--- src/hdl/lbs_pkg.sv ---
// Shared constants, types and helpers for the LED brightness sequencer.
// Used by lbs_cmd_store and led_brightness_sequencer_top; depends on nothing.

package lbs_pkg;

    // Sizing
    localparam int CHANNELS      = 4;
    localparam int FIFO_DEPTH    = 16;
    localparam int DURATION_BITS = 16;
    localparam int SHOWN         = 4;    // level outputs present on the port
    localparam int LEVEL_W       = 10;
    localparam int STORE_DEPTH   = CHANNELS * FIFO_DEPTH;
    localparam int PTR_W         = $clog2(FIFO_DEPTH);
    localparam int CNT_W         = $clog2(FIFO_DEPTH + 1);
    localparam int CH_W          = (CHANNELS > 1) ? $clog2(CHANNELS) : 1;
    localparam int ADDR_W        = $clog2(STORE_DEPTH);

    localparam logic [LEVEL_W-1:0] PWM_RANGE_RST = LEVEL_W'(100);

    // Input kinds carried in tuser
    localparam logic MODE_ENQ  = 1'b0;
    localparam logic MODE_TICK = 1'b1;

    // One queued command
    typedef struct packed {
        logic [DURATION_BITS-1:0] dur;
        logic [LEVEL_W-1:0]       level;
    } t_cmd;

    // Write request into the command store
    typedef struct packed {
        logic              we;
        logic [ADDR_W-1:0] addr;
        t_cmd              data;
    } t_store_wr;

    // Flat slot address of a channel's FIFO entry
    function automatic logic [ADDR_W-1:0] slot_addr(input logic [CH_W-1:0] ch,
                                                    input logic [PTR_W-1:0] ptr);
        slot_addr = ADDR_W'(ch) * ADDR_W'(FIFO_DEPTH) + ADDR_W'(ptr);
    endfunction

    // Ring pointer advance, wraps at FIFO_DEPTH
    function automatic logic [PTR_W-1:0] next_ptr(input logic [PTR_W-1:0] p);
        if (p == PTR_W'(FIFO_DEPTH - 1)) begin
            next_ptr = '0;
        end else begin
            next_ptr = p + PTR_W'(1);
        end
    endfunction

endpackage

--- src/hdl/led_brightness_sequencer_top.sv ---
// LED brightness sequencer top level: per-channel command FIFOs and tick walk.
// Depends on lbs_pkg and lbs_cmd_store.

// Four LED channels, each with a 16-deep FIFO of (brightness, duration)
// commands kept in a single shared command RAM. An enqueue transfer
// (tuser = 0) appends to the named channel's FIFO, or flags dropped when it
// is full; a tick transfer (tuser = 1) counts every channel down one
// millisecond and pops the next command where time runs out, saturating the
// brightness to pwm_range at the pop. Every input transfer yields one output
// transfer with all levels, the dropped flag and busy_mask after the item.
// An enqueue goes from input transfer straight to result hand-off; a tick
// walks the channels one at a time through the RAM's single read port, a
// read state then an update state per channel. The input is taken again
// once the result is handed to the output register; a result may wait there
// while the next item is worked on. The user must write pwm_range via
// i_cfg_we / i_cfg_wdata only while idle; the block does not enforce this.

module led_brightness_sequencer_top
    import lbs_pkg::*;
(
    input  logic        i_clk,
    input  logic        i_rst_n,
    // input stream
    input  logic        s_axis_tvalid,
    output logic        s_axis_tready,
    input  logic [31:0] s_axis_tdata,   // led[1:0], brightness[11:2], duration_ms[27:12]
    input  logic        s_axis_tuser,   // mode[0]
    // output stream
    output logic        m_axis_tvalid,
    input  logic        m_axis_tready,
    output logic [47:0] m_axis_tdata,   // level_0[9:0], level_1[19:10], level_2[29:20],
                                        // level_3[39:30], dropped[40], busy_mask[44:41]
    // configuration
    input  logic        i_cfg_we,
    input  logic [9:0]  i_cfg_wdata     // pwm_range
);

    localparam logic [1:0] S_IDLE = 2'd0;
    localparam logic [1:0] S_RD   = 2'd1;
    localparam logic [1:0] S_UPD  = 2'd2;
    localparam logic [1:0] S_EMIT = 2'd3;

    logic [1:0]               r_state, n_state;
    logic [CH_W-1:0]          r_chan;
    logic [LEVEL_W-1:0]       r_pwm_range;
    logic                     r_drop;
    logic [PTR_W-1:0]         r_rptr  [CHANNELS];
    logic [PTR_W-1:0]         r_wptr  [CHANNELS];
    logic [CNT_W-1:0]         r_fill  [CHANNELS];
    logic [DURATION_BITS-1:0] r_rem   [CHANNELS];
    logic [LEVEL_W-1:0]       r_level [CHANNELS];
    logic                     r_out_valid;
    logic [47:0]              r_out_data;

    // input fields
    logic                     in_mode;
    logic [1:0]               in_led;
    logic [LEVEL_W-1:0]       in_bright;
    logic [15:0]              in_dur;
    logic [31:0]              dur_wide;
    logic [CH_W-1:0]          led_ch;
    logic                     led_ok;
    logic                     s_fire;
    logic                     enq_full;

    t_store_wr                store_wr;
    logic [ADDR_W-1:0]        store_rd_addr;
    t_cmd                     store_rd;

    // tick update terms for the channel being walked
    logic [DURATION_BITS-1:0] rem_dec;
    logic [LEVEL_W-1:0]       pop_level;

    logic                     emit_go;
    logic [47:0]              out_word;
    logic [SHOWN-1:0]         busy_vec;

    assign in_mode   = s_axis_tuser;
    assign in_led    = s_axis_tdata[1:0];
    assign in_bright = s_axis_tdata[11:2];
    assign in_dur    = s_axis_tdata[27:12];
    assign dur_wide  = {16'b0, in_dur};
    assign led_ch    = CH_W'(in_led);
    assign led_ok    = (32'(in_led) < CHANNELS);

    assign s_axis_tready = (r_state == S_IDLE);
    assign s_fire        = s_axis_tvalid && s_axis_tready;
    assign enq_full      = (r_fill[led_ch] == CNT_W'(FIFO_DEPTH));

    // command RAM write on an accepted enqueue with room
    always_comb begin
        store_wr.we         = s_fire && (in_mode == MODE_ENQ) && led_ok && !enq_full;
        store_wr.addr       = slot_addr(led_ch, r_wptr[led_ch]);
        store_wr.data.dur   = dur_wide[DURATION_BITS-1:0];
        store_wr.data.level = in_bright;
    end

    assign store_rd_addr = slot_addr(r_chan, r_rptr[r_chan]);

    lbs_cmd_store u_store (
        .i_clk     (i_clk),
        .i_wr      (store_wr),
        .i_rd_addr (store_rd_addr),
        .o_rd_data (store_rd)
    );

    // countdown and saturation for the walked channel
    assign rem_dec   = (r_rem[r_chan] != '0) ? r_rem[r_chan] - DURATION_BITS'(1) : '0;
    assign pop_level = (store_rd.level > r_pwm_range) ? r_pwm_range : store_rd.level;

    // result hand-off into the output register
    assign emit_go = (r_state == S_EMIT) && (!r_out_valid || m_axis_tready);

    // next state
    always_comb begin
        n_state = r_state;
        unique case (r_state)
            S_IDLE: begin
                if (s_fire) begin
                    n_state = (in_mode == MODE_TICK) ? S_RD : S_EMIT;
                end
            end
            S_RD: begin
                n_state = S_UPD;
            end
            S_UPD: begin
                n_state = (r_chan == CH_W'(CHANNELS - 1)) ? S_EMIT : S_RD;
            end
            S_EMIT: begin
                if (emit_go) begin
                    n_state = S_IDLE;
                end
            end
            default: n_state = S_IDLE;
        endcase
    end

    // control and per-channel state
    always_ff @(posedge i_clk) begin
        if (!i_rst_n) begin
            r_state     <= S_IDLE;
            r_chan      <= '0;
            r_pwm_range <= PWM_RANGE_RST;
            r_drop      <= 1'b0;
            for (int c = 0; c < CHANNELS; c++) begin
                r_rptr[c]  <= '0;
                r_wptr[c]  <= '0;
                r_fill[c]  <= '0;
                r_rem[c]   <= '0;
                r_level[c] <= '0;
            end
        end else begin
            r_state <= n_state;
            if (i_cfg_we) begin
                r_pwm_range <= i_cfg_wdata;
            end
            // enqueue
            if (s_fire) begin
                r_drop <= (in_mode == MODE_ENQ) && led_ok && enq_full;
                if (store_wr.we) begin
                    r_wptr[led_ch] <= next_ptr(r_wptr[led_ch]);
                    r_fill[led_ch] <= r_fill[led_ch] + CNT_W'(1);
                end
            end
            // tick walk, one channel per read/update pair
            if (r_state == S_UPD) begin
                if (rem_dec != '0) begin
                    r_rem[r_chan] <= rem_dec;
                end else if (r_fill[r_chan] == '0) begin
                    r_rem[r_chan]   <= '0;
                    r_level[r_chan] <= '0;
                end else begin
                    r_level[r_chan] <= pop_level;
                    r_rem[r_chan]   <= store_rd.dur;
                    r_rptr[r_chan]  <= next_ptr(r_rptr[r_chan]);
                    r_fill[r_chan]  <= r_fill[r_chan] - CNT_W'(1);
                end
                if (r_chan == CH_W'(CHANNELS - 1)) begin
                    r_chan <= '0;
                end else begin
                    r_chan <= r_chan + CH_W'(1);
                end
            end
        end
    end

    // result word from the state after the item
    for (genvar g = 0; g < SHOWN; g++) begin : g_show
        if (g < CHANNELS) begin : g_live
            assign out_word[g*LEVEL_W +: LEVEL_W] = r_level[g];
            assign busy_vec[g] = (r_rem[g] != '0) || (r_fill[g] != '0);
        end else begin : g_absent
            assign out_word[g*LEVEL_W +: LEVEL_W] = '0;
            assign busy_vec[g] = 1'b0;
        end
    end
    assign out_word[40]    = r_drop;
    assign out_word[44:41] = busy_vec;
    assign out_word[47:45] = '0;

    // output register
    always_ff @(posedge i_clk) begin
        if (!i_rst_n) begin
            r_out_valid <= 1'b0;
        end else if (emit_go) begin
            r_out_valid <= 1'b1;
        end else if (m_axis_tready) begin
            r_out_valid <= 1'b0;
        end
    end

    always_ff @(posedge i_clk) begin
        if (emit_go) begin
            r_out_data <= out_word;
        end
    end

    assign m_axis_tvalid = r_out_valid;
    assign m_axis_tdata  = r_out_data;

    // FIFO fill never passes its depth
    for (genvar a = 0; a < CHANNELS; a++) begin : g_chk
        a_fill_bound: assert property (@(posedge i_clk) disable iff (!i_rst_n)
            r_fill[a] <= CNT_W'(FIFO_DEPTH))
            else $error("channel fill count above FIFO depth");
    end

    // no RAM write while a tick walk reads it
    a_no_wr_in_walk: assert property (@(posedge i_clk) disable iff (!i_rst_n)
        (r_state == S_RD || r_state == S_UPD) |-> !store_wr.we)
        else $error("command store written during tick walk");

    // an enqueue goes straight to result hand-off
    a_enq_to_emit: assert property (@(posedge i_clk) disable iff (!i_rst_n)
        (s_fire && in_mode == MODE_ENQ) |=> (r_state == S_EMIT))
        else $error("enqueue did not proceed to result");

    // a full channel flags the drop
    a_drop_flag: assert property (@(posedge i_clk) disable iff (!i_rst_n)
        (s_fire && in_mode == MODE_ENQ && led_ok && enq_full) |=> r_drop)
        else $error("drop on full FIFO not flagged");

endmodule

--- src/hdl/lbs_cmd_store.sv ---
// Command store: one synchronous RAM holding every channel's FIFO slots.
// One write port, one read port with a registered read. Uses lbs_pkg.

module lbs_cmd_store
    import lbs_pkg::*;
(
    input  logic              i_clk,
    input  t_store_wr         i_wr,
    input  logic [ADDR_W-1:0] i_rd_addr,
    output t_cmd              o_rd_data
);

    t_cmd r_mem [STORE_DEPTH];
    t_cmd r_rd_data;

    // write port
    always_ff @(posedge i_clk) begin
        if (i_wr.we) begin
            r_mem[i_wr.addr] <= i_wr.data;
        end
    end

    // registered read port
    always_ff @(posedge i_clk) begin
        r_rd_data <= r_mem[i_rd_addr];
    end

    assign o_rd_data = r_rd_data;

endmodule

--- config.mk ---
export PLATFORM = sky130hd
export DESIGN_NAME = led_brightness_sequencer_top
export DESIGN_NICKNAME = d
export VERILOG_FILES = /design/src/hdl/lbs_pkg.sv /design/src/hdl/led_brightness_sequencer_top.sv /design/src/hdl/lbs_cmd_store.sv
export SDC_FILE = /design/constraint.sdc
export NUM_CORES = 2
export LEC_CHECK = 0
export BUFFER_PORTS_ARGS = -buffer_cell sky130_fd_sc_hd__buf_2
export CORE_MARGIN = 8
export CORE_UTILIZATION = 60
export CTS_BUF_LIST = sky130_fd_sc_hd__clkbuf_16
export CTS_CLUSTER_DIAMETER = 100
export CTS_CLUSTER_SIZE = 16
export DETAILED_ROUTE_END_ITERATION = 10
export HOLD_SLACK_MARGIN = 0.15
export PLACE_DENSITY_LB_ADDON = 0.1
export SETUP_SLACK_MARGIN = 0.3
export SLEW_MARGIN = 30
export SYNTH_ARGS = -nofsm -noshare
export SYNTH_HDL_FRONTEND = slang
export SYNTH_SLANG_ARGS = --single-unit
--- constraint.sdc ---
create_clock -name i_clk -period 4.7 [get_ports i_clk]
set_clock_uncertainty 0.1 [all_clocks]
set_input_delay 0.47 -clock i_clk [delete_from_list [all_inputs] [get_ports i_clk]]
set_output_delay 0.47 -clock i_clk [all_outputs]
set_load 0.005 [all_outputs]
==> impl_results.md <==
* Drt pass-1 iters at 6
* Pre-CTS WS at 0.115 ns
* Mapped cell area at 74500 µm²
* Clock network latency to the later pin of the worst-skew pair at 0.77 ns
* Global-route wire length before repair at 264000 µm
* Synthesized instance count at 3973
* Final slew viol count at 0
* Max Clk Rate at 238 MHz
* Routed Antenna Nets at 0
* Maximum vdd drop at 0.000394 V
* Gpl congestion at 0.892
* LEAKAGE at 26.9 nW
* Clock Tree Root: clkbuf_16
* Share of cells above drive strength 1 at 19.5%
* Power Total at 33.4 mW
* Largest net degree at the start of global routing at 93
* Vias in the first global route at 38.8k
* Crit start category: flop
* Max cap viols at 0
* Top cell type by total area after synthesis: edfxtp_1
* Gr usage total at 26.6%
* Worst hold path type: in2reg
* P&R area growth vs syn at 12.1%
* Core area at 123000 µm²
* EDFF count, synth at 1865
* RSZ-0062 raised after global routing: false
* Final worst path period share at 89.5%
* Arrival @ worst endpoint at 4.52 ns
* Global route overflow at 0
* Synth cell types at 59
* Die Y-Extent at 368 µm
* Crit-path cells: buf_4 > mux4_2 > nor3_4 > nand3_2 > or3_1 > or4b_4 > o41ai_4 > nand2_1 > o21ai_0
* Post-Syn Area per Cell at 18.8 µm²
* FF+latch count, synth at 1909
* Die X at 368 µm
* CTS clk-pin slew, worst paths at 0.07 ns
* Setup TNS at 0 ns
* Ys Warns at 0
* Die ar. at 136000 µm²
* Crit end category: flop
* Synth top area cells: edfxtp_1, mux4_2, mux2i_1, o221ai_1, nor2_1
* Layout Utilization at 67.6%
* M1 WL at 72100 µm
* Via/cell ratio at 6.63
* Synth Flop Type: edfxtp_1
* Worst slew margin at 33.4%
* Share of the synthesized area in the top cell type at 75.2%
* Clock Path Buffers at 3
* Port-buffer cells at 90
* Fin crit period at 4.21 ns
* Detailed router's first-iteration violation count at 5011
* Residual DRC at 0
* Clk sink count at 1909
* Cells after DPL at 5719
* Top layer in use: met4
* Detailed-route wire length at 183000 µm
* Final setup fails at 0
* Critical path type: reg2reg
* Crit path max fanout at 11
* I/O Pins at 98
* Initial Util at 60.3%
* Slowest cell on crit path: or4b_4
* Slowest stage delay, CP at 0.69 ns
* Cell Rows at 129
* Met2 WL at 88200 µm
* Worst-Margin Slew at 0.993 ns
* Final hold vios at 0
* Nets at 4323
* Finished Layout Cells at 5953
* Sequential-to-total area share from yosys stat at 76.4%
* CTS tree: built
* Metal3 WL at 16400 µm
* Status: completed
* Routed vias at 39.5k
* Wire per inst at 30.8 µm
* PD cells at 400 nW/µm²
* Post-route setup slack at 0.493 ns
* Antenna violations before repair at 11
* Post-synth ARST share at 0%
* Worst Path Required at 5.01 ns
* CTS H-tree depth at 4
* CTS Buf Count at 137
* HPWL Detailed at 106000 µm
routing by layer:
| metal | global-route usage, % | up-vias |
|---|---|---|
| met3 | 4.62 | 295 |
| met5 | 0 | - |
| li1 | - | 16800 |
| met1 | 37.4 | 20400 |
| met4 | 9.01 | 0 |
| met2 | 42.9 | 1916 |
logic make-up after synthesis:
family | after synthesis | synth area share [%]
AOI/OAI and AO/OA | 566 | 5.29
other | 1 | 0.00503
muxes | 680 | 13.2
adders and majority gates | 19 | 0.319
buffers and inverters | 285 | 1.60
and+or+nand+nor | 492 | 3.01
DFF | 1909 | 76.4
xor gates and xnor gates | 21 | 0.247
worst paths after layout:
| path | startpoint | to | slack (ns) | cells past startpoint |
|---|---|---|---|---|
| worst max-delay path | flop | r_rptr[1][1] | 0.49 | 9 |
| worst max register to register | flop | r_rptr[1][1] | 0.49 | 9 |
| worst min register to register | r_level[0][4] | m_axis_tdata[4] | 0.32 | 0 |
| worst min-delay path | s_axis_tdata[10] | u_store.r_mem[40][8] | 0.26 | 2 |
synthesized netlist by cell type, types with 12 or more instances:
library cell and instances:
a211oi_1 26, nand3_1 24, a21oi_1 168, nand2_1 39
o21ai_0 15, a22oi_1 18, nor3_1 71, nor4_1 18
dfxtp_1 44, mux2_2 12, xor2_1 12, mux4_2 239
clkbuf_1 140, o221ai_1 208, ha_1 19, o22ai_1 105
edfxtp_1 1865, nand2b_1 13, buf_1 24, nor2_1 270
mux2i_1 429, buf_2 64, inv_1 45
layout make-up:
class	count	area (µm²)
sequential	1909	56900
timing repair buffer	379	3550
clock buffer	143	3580
clock inverter	52	259
multi-input combinational	1781	17000
antenna	4	10.0
fill	7912	40000
tap	1637	2050
inverter	48	183
flip-flops by register name, indices dropped and copies added (netlist names), named ones only:
name / count
m_axis_tdata: 45
m_axis_tvalid: 1
r_chan: 2
r_drop: 1
r_fill: 20
r_level: 40
r_pwm_range: 10
r_rem: 64
r_rptr: 16
r_state: 2
r_wptr: 16
u_store.o_rd_data: 26
u_store.r_mem: 1664
where the power goes:
group	internal [mW]	switching, mW
clock network	5.45	5.43
registers	18.8	0.148
logic	1.38	2.19
metrics by stage:
stage / hold slack (ns) / area, µm²
floorplan: 0.300 / 74500
global placement: 0.304 / 79100
detailed placement: 0.305 / 79300
CTS: 0.226 / 83400
global route: 0.260 / 83500
finish: 0.259 / 83500
worst max-delay path, delay by kind of cell (launching register included):
kind / cells / cell delay, ns
multiplexers: 1 / 0.57
AND/OR/NAND/NOR: 5 / 1.79
AO/OA/AOI/OAI: 2 / 0.67
flip-flops: 1 / 0.50
buffers and inverters: 1 / 0.20
placed cells by master, fill, tap and decap left out, types with 19 or more instances in the layout:
| cell | n |
|---|---|
| a21oi_1 | 168 |
| dlygate4sd3_1 | 33 |
| buf_12 | 54 |
| edfxtp_1 | 1865 |
| o221ai_1 | 208 |
| nor2_1 | 206 |
| buf_2 | 87 |
| mux2i_1 | 429 |
| clkbuf_16 | 143 |
| a211oi_1 | 21 |
| mux4_2 | 237 |
| o22ai_1 | 105 |
| ha_1 | 19 |
| buf_4 | 197 |
| nor2_4 | 64 |
| nand3_1 | 24 |
| inv_1 | 88 |
| nor3_1 | 71 |
| nand2_1 | 38 |
| dfxtp_1 | 42 |
repair_timing:
item	CTS	global route
pin swaps	0	2
resized for setup	2	1
endpoints found under the setup margin	18	123
hold buffers	33	0
hold endpoints to repair	74	0
setup buffers	0	1
Note: power is estimated with default switching activity, not from simulation.
